### config.mk
export PLATFORM = sky130hd
export DESIGN_NAME = device_address_table_mark_sweep
export DESIGN_NICKNAME = d
export VERILOG_FILES = /design/src/design/datms_pkg.sv /design/src/design/device_address_table_mark_sweep.sv
export VERILOG_INCLUDE_DIRS = /design/src /design/src/design
export SDC_FILE = /design/constraint.sdc
export NUM_CORES = 2
export LEC_CHECK = 0
export BUFFER_PORTS_ARGS = -buffer_cell sky130_fd_sc_hd__buf_2
export CAP_MARGIN = 0
export CORE_MARGIN = 5
export CORE_UTILIZATION = 55
export DETAILED_ROUTE_END_ITERATION = 10
export GPL_ROUTABILITY_DRIVEN = 1
export GPL_TIMING_DRIVEN = 0
export PLACE_DENSITY = 0.69
export SLEW_MARGIN = 15
export SYNTH_ARGS = -nofsm -noshare
export SYNTH_HDL_FRONTEND = slang
export SYNTH_MEMORY_MAX_BITS = 65536
export SYNTH_SLANG_ARGS = --single-unit
### constraint.sdc
create_clock -name clk -period 21.9 [get_ports clk]
set_input_delay 1.095 -clock clk [delete_from_list [all_inputs] [get_ports clk]]
set_output_delay 1.095 -clock clk [all_outputs]
set_load 0.005 [all_outputs]
### src/design/device_address_table_mark_sweep_assert.svh
// assertion helpers for the device address table
`ifndef DEVICE_ADDRESS_TABLE_MARK_SWEEP_ASSERT_SVH
`define DEVICE_ADDRESS_TABLE_MARK_SWEEP_ASSERT_SVH

// consequent checked in the same cycle as the antecedent
`define DATMS_ASSERT_NOW(name, clk, rst_n, ante, cons, msg) \
	name: assert property (@(posedge clk) disable iff (!rst_n) (ante) |-> (cons)) \
		else $error(msg);

// consequent checked in the cycle after the antecedent
`define DATMS_ASSERT_NEXT(name, clk, rst_n, ante, cons, msg) \
	name: assert property (@(posedge clk) disable iff (!rst_n) (ante) |=> (cons)) \
		else $error(msg);

`endif

### src/design/datms_pkg.sv
`timescale 1ns / 1ps

package datms_pkg;

	// table sizing
	localparam int TABLE_DEPTH_DEF = 32;
	localparam int KEY_BYTES       = 15;
	localparam int KEY_MAX_BYTES   = 15;
	localparam int KEY_W           = 8 * KEY_MAX_BYTES;
	localparam int MAX_OUT         = 32;
	localparam int CNT_W           = 6;

	// mark values
	localparam logic MARK_SET   = 1'b1;
	localparam logic MARK_CLEAR = 1'b0;

	// operation codes
	localparam logic [2:0] OP_ADD       = 3'd0;
	localparam logic [2:0] OP_FIND      = 3'd1;
	localparam logic [2:0] OP_FIND_MARK = 3'd2;
	localparam logic [2:0] OP_DELETE    = 3'd3;
	localparam logic [2:0] OP_CLEAR_ALL = 3'd4;
	localparam logic [2:0] OP_SWEEP     = 3'd5;
	localparam logic [2:0] OP_LIST      = 3'd6;
	localparam logic [2:0] OP_UNUSED    = 3'd7;

	// result status codes
	localparam logic [1:0] ST_OK        = 2'd0;
	localparam logic [1:0] ST_NOT_FOUND = 2'd1;
	localparam logic [1:0] ST_FULL      = 2'd2;
	localparam logic [1:0] ST_EMPTY     = 2'd3;

	// one stored table entry
	typedef struct packed {
		logic [63:0] key_low;
		logic [55:0] key_high;
		logic [15:0] etype;
	} entry_t;

	// one result word
	typedef struct packed {
		logic [1:0]       status;
		logic [15:0]      found_type;
		logic [63:0]      key_low;
		logic [55:0]      key_high;
		logic [CNT_W-1:0] count;
		logic             last;
	} result_t;

	// key ends at its first zero byte; later bytes and bytes past KEY_BYTES are zero
	function automatic logic [KEY_W-1:0] normalize_key(input logic [63:0] lo,
		input logic [55:0] hi);
		logic [KEY_W-1:0] k;
		logic             ended;
		k     = {hi, lo};
		ended = 1'b0;
		for (int i = 0; i < KEY_MAX_BYTES; i++) begin
			if (i >= KEY_BYTES || k[8*i +: 8] == 8'd0) begin
				ended = 1'b1;
			end
			if (ended) begin
				k[8*i +: 8] = 8'd0;
			end
		end
		return k;
	endfunction

endpackage

### src/design/device_address_table_mark_sweep.sv
`timescale 1ns / 1ps
// Device address table with mark and sweep.
// Input channel (in_valid / in_stall): one word per operation with operation,
// key_low, key_high, type_value and max_rows. Output channel (out_valid /
// out_stall): result words with status, found_type, out_key_low, out_key_high,
// listed_count and last; last is high on the final word of each operation.
// Config channel (cfg_valid / cfg_ready): cfg_data sets the type reported on
// a miss; cfg_ready is always high, write only while the block is idle.
// Every operation but clear all and the unused code walks the whole table
// through the entry memory, one slot read per cycle while the output register
// can take a word, and a new input word is taken only after the last word of
// the item is loaded and the sequencer is back in idle; clear all and the unused
// code skip the walk and go straight to the closing word. The slot scan and
// its single read port bound the walk. Sweep and list emit one word per matching
// slot as the walk goes, holding one word back so the final one can carry last.
// A stall on the output freezes the walk until the output register drains;
// no word is lost or repeated. Input is stalled while an item is in work.
// Reset empties the table (valid and mark bits cleared at once, no sweep of
// the memory) and sets the miss type to 16'hFFFF.
`include "device_address_table_mark_sweep_assert.svh"

module device_address_table_mark_sweep #(
	parameter int TABLE_DEPTH = datms_pkg::TABLE_DEPTH_DEF
) (
	input  logic                        clk,
	input  logic                        arst_n,
	// input words
	input  logic                        in_valid,
	output logic                        in_stall,
	input  logic [2:0]                  operation,
	input  logic [63:0]                 key_low,
	input  logic [55:0]                 key_high,
	input  logic [15:0]                 type_value,
	input  logic [datms_pkg::CNT_W-1:0] max_rows,
	// result words
	output logic                        out_valid,
	input  logic                        out_stall,
	output logic [1:0]                  status,
	output logic [15:0]                 found_type,
	output logic [63:0]                 out_key_low,
	output logic [55:0]                 out_key_high,
	output logic [datms_pkg::CNT_W-1:0] listed_count,
	output logic                        last,
	// config write
	input  logic                        cfg_valid,
	output logic                        cfg_ready,
	input  logic [15:0]                 cfg_data
);

	localparam int IDX_W = $clog2(TABLE_DEPTH);
	localparam logic [IDX_W-1:0] LAST_IDX = IDX_W'(TABLE_DEPTH - 1);
	localparam logic [datms_pkg::CNT_W-1:0] CNT_MAX = datms_pkg::CNT_W'(datms_pkg::MAX_OUT);
	localparam logic [datms_pkg::CNT_W-1:0] CNT_ONE = datms_pkg::CNT_W'(1);

	// sequencer state codes
	localparam logic [1:0] S_IDLE = 2'd0;
	localparam logic [1:0] S_SCAN = 2'd1;
	localparam logic [1:0] S_FIN  = 2'd2;

	// control state
	logic [1:0]                  state_q;
	logic                        issue_q;
	logic [IDX_W-1:0]            scan_idx_q;
	logic                        valid_s1;
	logic [TABLE_DEPTH-1:0]      slot_valid_q;
	logic [TABLE_DEPTH-1:0]      slot_mark_q;
	logic [datms_pkg::CNT_W-1:0] n_q;
	logic                        hit_q;
	logic                        free_found_q;
	logic                        pend_valid_q;
	logic                        out_valid_q;
	logic [15:0]                 nft_q;

	// payload state
	logic [2:0]                  op_q;
	logic [63:0]                 key_lo_q;
	logic [55:0]                 key_hi_q;
	logic [15:0]                 tv_q;
	logic [datms_pkg::CNT_W-1:0] rows_q;
	logic [IDX_W-1:0]            idx_s1;
	datms_pkg::entry_t           rd_s1;
	logic [IDX_W-1:0]            hit_idx_q;
	logic [15:0]                 hit_type_q;
	logic [IDX_W-1:0]            free_idx_q;
	datms_pkg::result_t          pend_q;
	datms_pkg::result_t          out_q;

	// entry memory
	datms_pkg::entry_t           mem_q [TABLE_DEPTH];

	// combinational control
	logic                        in_acc;
	logic                        adv;
	logic                        s1_go;
	logic                        s1_v;
	logic                        s1_m;
	logic                        s1_hit;
	logic                        s1_free;
	logic                        s1_clr;
	logic                        s1_emit;
	logic                        fin;
	logic                        out_load;
	datms_pkg::result_t          emit_res;
	datms_pkg::result_t          fin_res;
	datms_pkg::result_t          out_next;
	logic                        mem_re;
	logic                        mem_we;
	logic [IDX_W-1:0]            mem_waddr;
	datms_pkg::entry_t           mem_wdata;
	logic [datms_pkg::KEY_W-1:0] norm_key;
	logic [datms_pkg::CNT_W-1:0] rows_norm;
	logic                        scan_op;

	// handshake and input normalization
	assign in_stall  = (state_q != S_IDLE);
	assign in_acc    = in_valid && !in_stall;
	assign cfg_ready = 1'b1;
	assign norm_key  = datms_pkg::normalize_key(key_low, key_high);
	assign rows_norm = (max_rows == '0 || max_rows > CNT_MAX) ? CNT_MAX : max_rows;
	assign scan_op   = (operation != datms_pkg::OP_CLEAR_ALL)
		&& (operation != datms_pkg::OP_UNUSED);

	// walk advances only when the output register can take a word
	assign adv    = !out_valid_q || !out_stall;
	assign mem_re = (state_q == S_SCAN) && issue_q && adv;
	assign s1_go  = (state_q == S_SCAN) && valid_s1 && adv;
	assign s1_v   = slot_valid_q[idx_s1];
	assign s1_m   = slot_mark_q[idx_s1];

	// per-slot decisions on the registered read word
	always_comb begin
		s1_hit  = s1_go && s1_v && rd_s1.key_low == key_lo_q && rd_s1.key_high == key_hi_q;
		s1_free = s1_go && !s1_v && !free_found_q;
		s1_clr  = s1_go && s1_v && op_q == datms_pkg::OP_SWEEP
			&& s1_m == datms_pkg::MARK_SET;
		s1_emit = s1_go && s1_v && (
			(op_q == datms_pkg::OP_SWEEP && s1_m == datms_pkg::MARK_CLEAR
				&& n_q < CNT_MAX) ||
			(op_q == datms_pkg::OP_LIST && rd_s1.etype == tv_q && n_q < rows_q));
		emit_res.status     = datms_pkg::ST_OK;
		emit_res.found_type = rd_s1.etype;
		emit_res.key_low    = rd_s1.key_low;
		emit_res.key_high   = rd_s1.key_high;
		emit_res.count      = n_q + CNT_ONE;
		emit_res.last       = 1'b0;
	end

	// closing word of an operation
	always_comb begin
		fin_res.status     = datms_pkg::ST_EMPTY;
		fin_res.found_type = nft_q;
		fin_res.key_low    = '0;
		fin_res.key_high   = '0;
		fin_res.count      = '0;
		fin_res.last       = 1'b1;
		case (op_q) inside
			datms_pkg::OP_ADD: begin
				fin_res.key_low  = key_lo_q;
				fin_res.key_high = key_hi_q;
				if (hit_q || free_found_q) begin
					fin_res.status     = datms_pkg::ST_OK;
					fin_res.found_type = tv_q;
				end else begin
					fin_res.status = datms_pkg::ST_FULL;
				end
			end
			datms_pkg::OP_FIND, datms_pkg::OP_FIND_MARK, datms_pkg::OP_DELETE: begin
				fin_res.key_low  = key_lo_q;
				fin_res.key_high = key_hi_q;
				if (hit_q) begin
					fin_res.status     = datms_pkg::ST_OK;
					fin_res.found_type = hit_type_q;
				end else begin
					fin_res.status = datms_pkg::ST_NOT_FOUND;
				end
			end
			datms_pkg::OP_CLEAR_ALL: begin
				fin_res.status = datms_pkg::ST_OK;
			end
			default: begin
				if (pend_valid_q) begin
					fin_res      = pend_q;
					fin_res.last = 1'b1;
				end
			end
		endcase
	end

	// output register load and memory write
	always_comb begin
		fin      = (state_q == S_FIN) && adv;
		out_load = fin || (s1_emit && pend_valid_q);
		out_next = fin ? fin_res : pend_q;
		mem_we   = fin && op_q == datms_pkg::OP_ADD && (hit_q || free_found_q);
		mem_waddr          = hit_q ? hit_idx_q : free_idx_q;
		mem_wdata.key_low  = key_lo_q;
		mem_wdata.key_high = key_hi_q;
		mem_wdata.etype    = tv_q;
	end

	// entry memory, one write or one read per cycle
	always_ff @(posedge clk) begin
		if (mem_we) begin
			mem_q[mem_waddr] <= mem_wdata;
		end
		if (mem_re) begin
			rd_s1 <= mem_q[scan_idx_q];
		end
	end

	// sequencer and table flags
	always_ff @(posedge clk or negedge arst_n) begin
		if (!arst_n) begin
			state_q      <= S_IDLE;
			issue_q      <= 1'b0;
			scan_idx_q   <= '0;
			valid_s1     <= 1'b0;
			slot_valid_q <= '0;
			slot_mark_q  <= '0;
			n_q          <= '0;
			hit_q        <= 1'b0;
			free_found_q <= 1'b0;
			pend_valid_q <= 1'b0;
			out_valid_q  <= 1'b0;
			nft_q        <= 16'hFFFF;
		end else begin
			if (cfg_valid && cfg_ready) begin
				nft_q <= cfg_data;
			end
			if (out_load) begin
				out_valid_q <= 1'b1;
			end else if (!out_stall) begin
				out_valid_q <= 1'b0;
			end
			unique case (state_q)
				S_IDLE: begin
					if (in_acc) begin
						n_q          <= '0;
						hit_q        <= 1'b0;
						free_found_q <= 1'b0;
						pend_valid_q <= 1'b0;
						scan_idx_q   <= '0;
						if (scan_op) begin
							issue_q <= 1'b1;
							state_q <= S_SCAN;
						end else begin
							state_q <= S_FIN;
						end
					end
				end
				S_SCAN: begin
					if (adv) begin
						valid_s1 <= mem_re;
						if (issue_q) begin
							scan_idx_q <= scan_idx_q + IDX_W'(1);
							if (scan_idx_q == LAST_IDX) begin
								issue_q <= 1'b0;
							end
						end
					end
					if (!issue_q && !valid_s1) begin
						state_q <= S_FIN;
					end
					if (s1_hit) begin
						hit_q <= 1'b1;
					end
					if (s1_free) begin
						free_found_q <= 1'b1;
					end
					if (s1_clr) begin
						slot_mark_q[idx_s1] <= datms_pkg::MARK_CLEAR;
					end
					if (s1_emit) begin
						n_q          <= n_q + CNT_ONE;
						pend_valid_q <= 1'b1;
					end
				end
				S_FIN: begin
					if (fin) begin
						pend_valid_q <= 1'b0;
						state_q      <= S_IDLE;
						case (op_q)
							datms_pkg::OP_ADD: begin
								if (!hit_q && free_found_q) begin
									slot_valid_q[free_idx_q] <= 1'b1;
									slot_mark_q[free_idx_q]  <= datms_pkg::MARK_CLEAR;
								end
							end
							datms_pkg::OP_FIND_MARK: begin
								if (hit_q) begin
									slot_mark_q[hit_idx_q] <= datms_pkg::MARK_SET;
								end
							end
							datms_pkg::OP_DELETE: begin
								if (hit_q) begin
									slot_valid_q[hit_idx_q] <= 1'b0;
									slot_mark_q[hit_idx_q]  <= datms_pkg::MARK_CLEAR;
								end
							end
							datms_pkg::OP_CLEAR_ALL: begin
								slot_valid_q <= '0;
								slot_mark_q  <= '0;
							end
							default: begin
							end
						endcase
					end
				end
				default: begin
					state_q <= S_IDLE;
				end
			endcase
		end
	end

	// payload registers
	always_ff @(posedge clk) begin
		if (in_acc) begin
			op_q     <= operation;
			key_lo_q <= norm_key[63:0];
			key_hi_q <= norm_key[datms_pkg::KEY_W-1:64];
			tv_q     <= type_value;
			rows_q   <= rows_norm;
		end
		if (mem_re) begin
			idx_s1 <= scan_idx_q;
		end
		if (s1_hit) begin
			hit_idx_q  <= idx_s1;
			hit_type_q <= rd_s1.etype;
		end
		if (s1_free) begin
			free_idx_q <= idx_s1;
		end
		if (s1_emit) begin
			pend_q <= emit_res;
		end
		if (out_load) begin
			out_q <= out_next;
		end
	end

	// output ports
	assign out_valid    = out_valid_q;
	assign status       = out_q.status;
	assign found_type   = out_q.found_type;
	assign out_key_low  = out_q.key_low;
	assign out_key_high = out_q.key_high;
	assign listed_count = out_q.count;
	assign last         = out_q.last;

	// checks
	`DATMS_ASSERT_NOW(a_pend_walk_only, clk, arst_n, pend_valid_q, (op_q == datms_pkg::OP_SWEEP || op_q == datms_pkg::OP_LIST), "held word outside a walk")
	`DATMS_ASSERT_NOW(a_count_cap, clk, arst_n, state_q == S_SCAN, n_q <= CNT_MAX, "emit count past limit")
	`DATMS_ASSERT_NOW(a_rw_exclusive, clk, arst_n, mem_we, !mem_re, "memory read and write together")
	`DATMS_ASSERT_NEXT(a_accept_busy, clk, arst_n, in_acc, in_stall, "input not stalled after accept")
	`DATMS_ASSERT_NEXT(a_fin_idle, clk, arst_n, fin, (state_q == S_IDLE && !pend_valid_q && out_valid_q), "finish did not close the item")

endmodule
==> metrics.md <==
| Metric | Value |
|---|---|
| Hold crit path type | primary input to flip-flop |
| #FFs+latches synth | 5050 |
| P per Cell Area | 116 mW/mm2 |
| Largest net degree at the start of global routing | 76 |
| CP required | between 20 and 25 ns |
| Fmax | 0.197 GHz |
| Period minus WS final | 5.09 ns |
| Cell variety after synth | 67 |
| Endpoints failing hold | 0 |
| Reg clk slew, reported paths | 0.06 ns |
| # H-tree levels | 5 |
| Max cap viols | 0 |
| Clock buffer depth | 4 |
| Async set or reset register ratio after synthesis | under 10% |
| Die height | 603 um |
| Worst Tran Pin Value | 1.28 ns |
| EDFF count, synth | 4951 |
| Wire per inst | 37.7 um |
| Worst clock skew | 0.0728 ns |
| Slew Limit Fails | 0 |
| Post-Synthesis Cells | 8179 |
| Core area | 0.350 mm2 |
| First-pass GRT wire length | 756000 um |
| Inserted Clock Buffers | 485 |
| # fillers | approximately 22000 |
| Initial Util | ~55% |
| Max VDD drop | 0.000112 V |
| WL final | 544000 um |
| Placed Cells | 13400 |
| Synthesized area per cell | about 24 um2 |
| CP max FO | 34 |
| DRC violation total after the first TritonRoute iteration | 15600 |
| Syn nets | 8353 |
| CTS Sinks | approximately 5100 |
| Most common cell after layout, fill and taps aside | edfxtp_1 |
| Max-slew headroom | 14.5% |
| Crit path capture type | flip-flop |
| DR DRC count | 0 |
| Synthesis-to-finish area growth | 16.2% |
| TritonCTS clock tree | yes |
| Layout Utilization | 64.3% |
| Main synth FF type | edfxtp_1 |
| Num rows | 217 |
| Non-filler cells, final | 14400 |
| Status | complete, no violations |
| Drt via density | around 6.8 |
| DR pass1 iterations | 6 |
| Leak Pwr | 70.4 nW |
| Via Count | approximately 98000 |
| IO Pins | roughly 310 |
| Initial antenna violation count | 42 |
| Total grt overflow | 0 |
| Critical Path AT | 5.79 ns |
| Most frequent cells in the layout | edfxtp_1 (4951), mux4_2 (1360), clkbuf_16 (492), buf_2 (431), clkbuf_1 (316) |
| Syn Std Cell Area | 0.193 mm2 |
| Detailed Place HPWL | 360000 um |
| Layout cells sized above 1 | around 32% |
| GP Congestion | 0.857 |
| Yosys warning count | 0 |
| Worst setup SP type | flip-flop |
| Worst-Skew Late Latency | ~1.0 ns |
| GRT Util Overall | 29.8% |
| Antenna Nets Post-Route | 0 |
| Final setup viols | 0 |
| PortBufs | 311 |
| Layout net count | 9510 |
| Final period util | 23.2% |
| RSZ-0062 raised after global routing | false |
| DIE AREA | 0.363 mm2 |
| Vias in the first global route | ~96000 |
| Crit Path Class | flip-flop to flip-flop |
| Register area share after synthesis | approximately 78% |
| DIE WIDTH | 603 um |
| Root Driver | clkbuf_16 |
## registers in the layout, indices dropped and copies added (netlist names), 3 cells and up
signal and cells:
slot_valid_q 32, key_hi_q 56, hit_type_q 16, hit_idx_q 5
scan_idx_q 5, n_q 6, listed_count 6, nft_q 16
emit_res 136, rows_q 6, free_idx_q 5, op_q 3
out_key_high 56, pend_q 142, slot_mark_q 32, found_type 16
tv_q 16, out_key_low 64, idx_s1 5, mem_q 4352
key_lo_q 64
## through the flow
stage	cell area [um2]	setup slack (ns)	setup TNS (ns)	hold slack (ns)	total power [W]
2_1_floorplan	193000	8.85	0	0.423	0.0155
3_3_place_gp	201000	-0.368	-37.68	0.435	0.0178
3_5_place_dp	209000	16.64	0	0.434	0.0179
4_1_cts	224000	16.83	0	0.185	0.0261
5_1_grt	225000	16.80	0	0.224	0.0268
6_report	225000	16.81	0	0.261	0.0261
## logic make-up after synthesis
family                     Yosys count  share of synthesized area (%)
AOI/OAI and AO/OA                  510                           1.77
xor gates and xnor gates           139                          0.630
adders and majority gates            8                         0.0518
buffers and inverters              453                           1.00
DFF                               5050                           78.2
muxes                             1576                           17.1
other                                1                        0.00194
and+or+nand+nor                    442                           1.29
## synthesized netlist by cell type, drive strengths merged (35+ instances only)
master,n,area [um2]
a21oi,168,841
a22o,124,1090
a31oi,35,219
and2,102,638
buf,178,907
clkbuf,254,955
dfrtp,83,2080
edfxtp,4951,149000
mux2,168,1890
mux2i,48,480
mux4,1360,30600
nand2,61,229
nor2,81,312
nor4,43,284
o21ai,67,335
xnor2,46,403
xor2,93,815
## power breakdown
group / leakage, nW / internal [W] / switching [W]
sequential: 46.0 / 0.0112 / 0.000451
clock: 7.57 / 0.00465 / 0.00358
combinational: 16.9 / 0.00273 / 0.00340
## final timing paths
path | start | end | slack [ns] | cells past startpoint
worst max-delay path | key_lo_q[20]$_SDFFCE_PP0P_ | hit_type_q[9]$_DFFE_PP_ | 16.81 | 7
worst min-delay path | type_value[0] | tv_q[0]$_DFFE_PP_ | 0.26 | 1
worst max register to register | key_lo_q[20]$_SDFFCE_PP0P_ | hit_type_q[9]$_DFFE_PP_ | 16.81 | 7
worst min register to register | scan_idx_q[2]$_DFFE_PN0P_ | idx_s1[2]$_DFFE_PP_ | 0.46 | 0
max in group asynchronous | arst_n | slot_valid_q[26]$_DFFE_PN0P_ | 20.57 | 3
min in group asynchronous | arst_n | slot_mark_q[4]$_DFFE_PN0P_ | 0.60 | 2
## critical path, stage by stage (launching register included)
cell and delay, ns:
edfxtp_1 0.78, xnor2_1 1.11, nand4_1 0.71, nor4_1 0.49, nand3_1 0.60, nor3_2 0.58
buf_4 0.29, buf_4 0.22
## area by class of cell
cell class / instances / area (um2) / share of cell area (%)
Antenna cell: 82 / 205 / 0.0913
Buffer: 432 / 1930 / 0.861
Clock buffer: 592 / 12700 / 5.66
Clock inverter: 304 / 2760 / 1.23
Inverter: 21 / 93.8 / 0.0418
Multi-Input combinational cell: 2676 / 40600 / 18.1
Sequential cell: 5050 / 151000 / 67.3
Tap cell: 4599 / 5750 / 2.56
Timing Repair Buffer: 670 / 9500 / 4.23
## timing repair
| action | CTS | global route |
|---|---|---|
| setup buffers | 0 | 0 |
| resized for setup | 0 | 0 |
| hold endpoints to repair | 7 | 0 |
| hold buffers | 1 | 0 |
## layer usage
| metal | routed length (um) | track usage, % | vias to the layer above |
|---|---|---|---|
| met3 | 67600 | 7.02 | 1090 |
| met4 | 25100 | 11.7 | 10 |
| met1 | 196000 | 42.3 | 52000 |
| met5 | 68 | 0 | - |
| met2 | 256000 | 45.8 | 7115 |
| li1 | - | - | 37600 |
No activity file was read; power rests on OpenSTA's default activity.
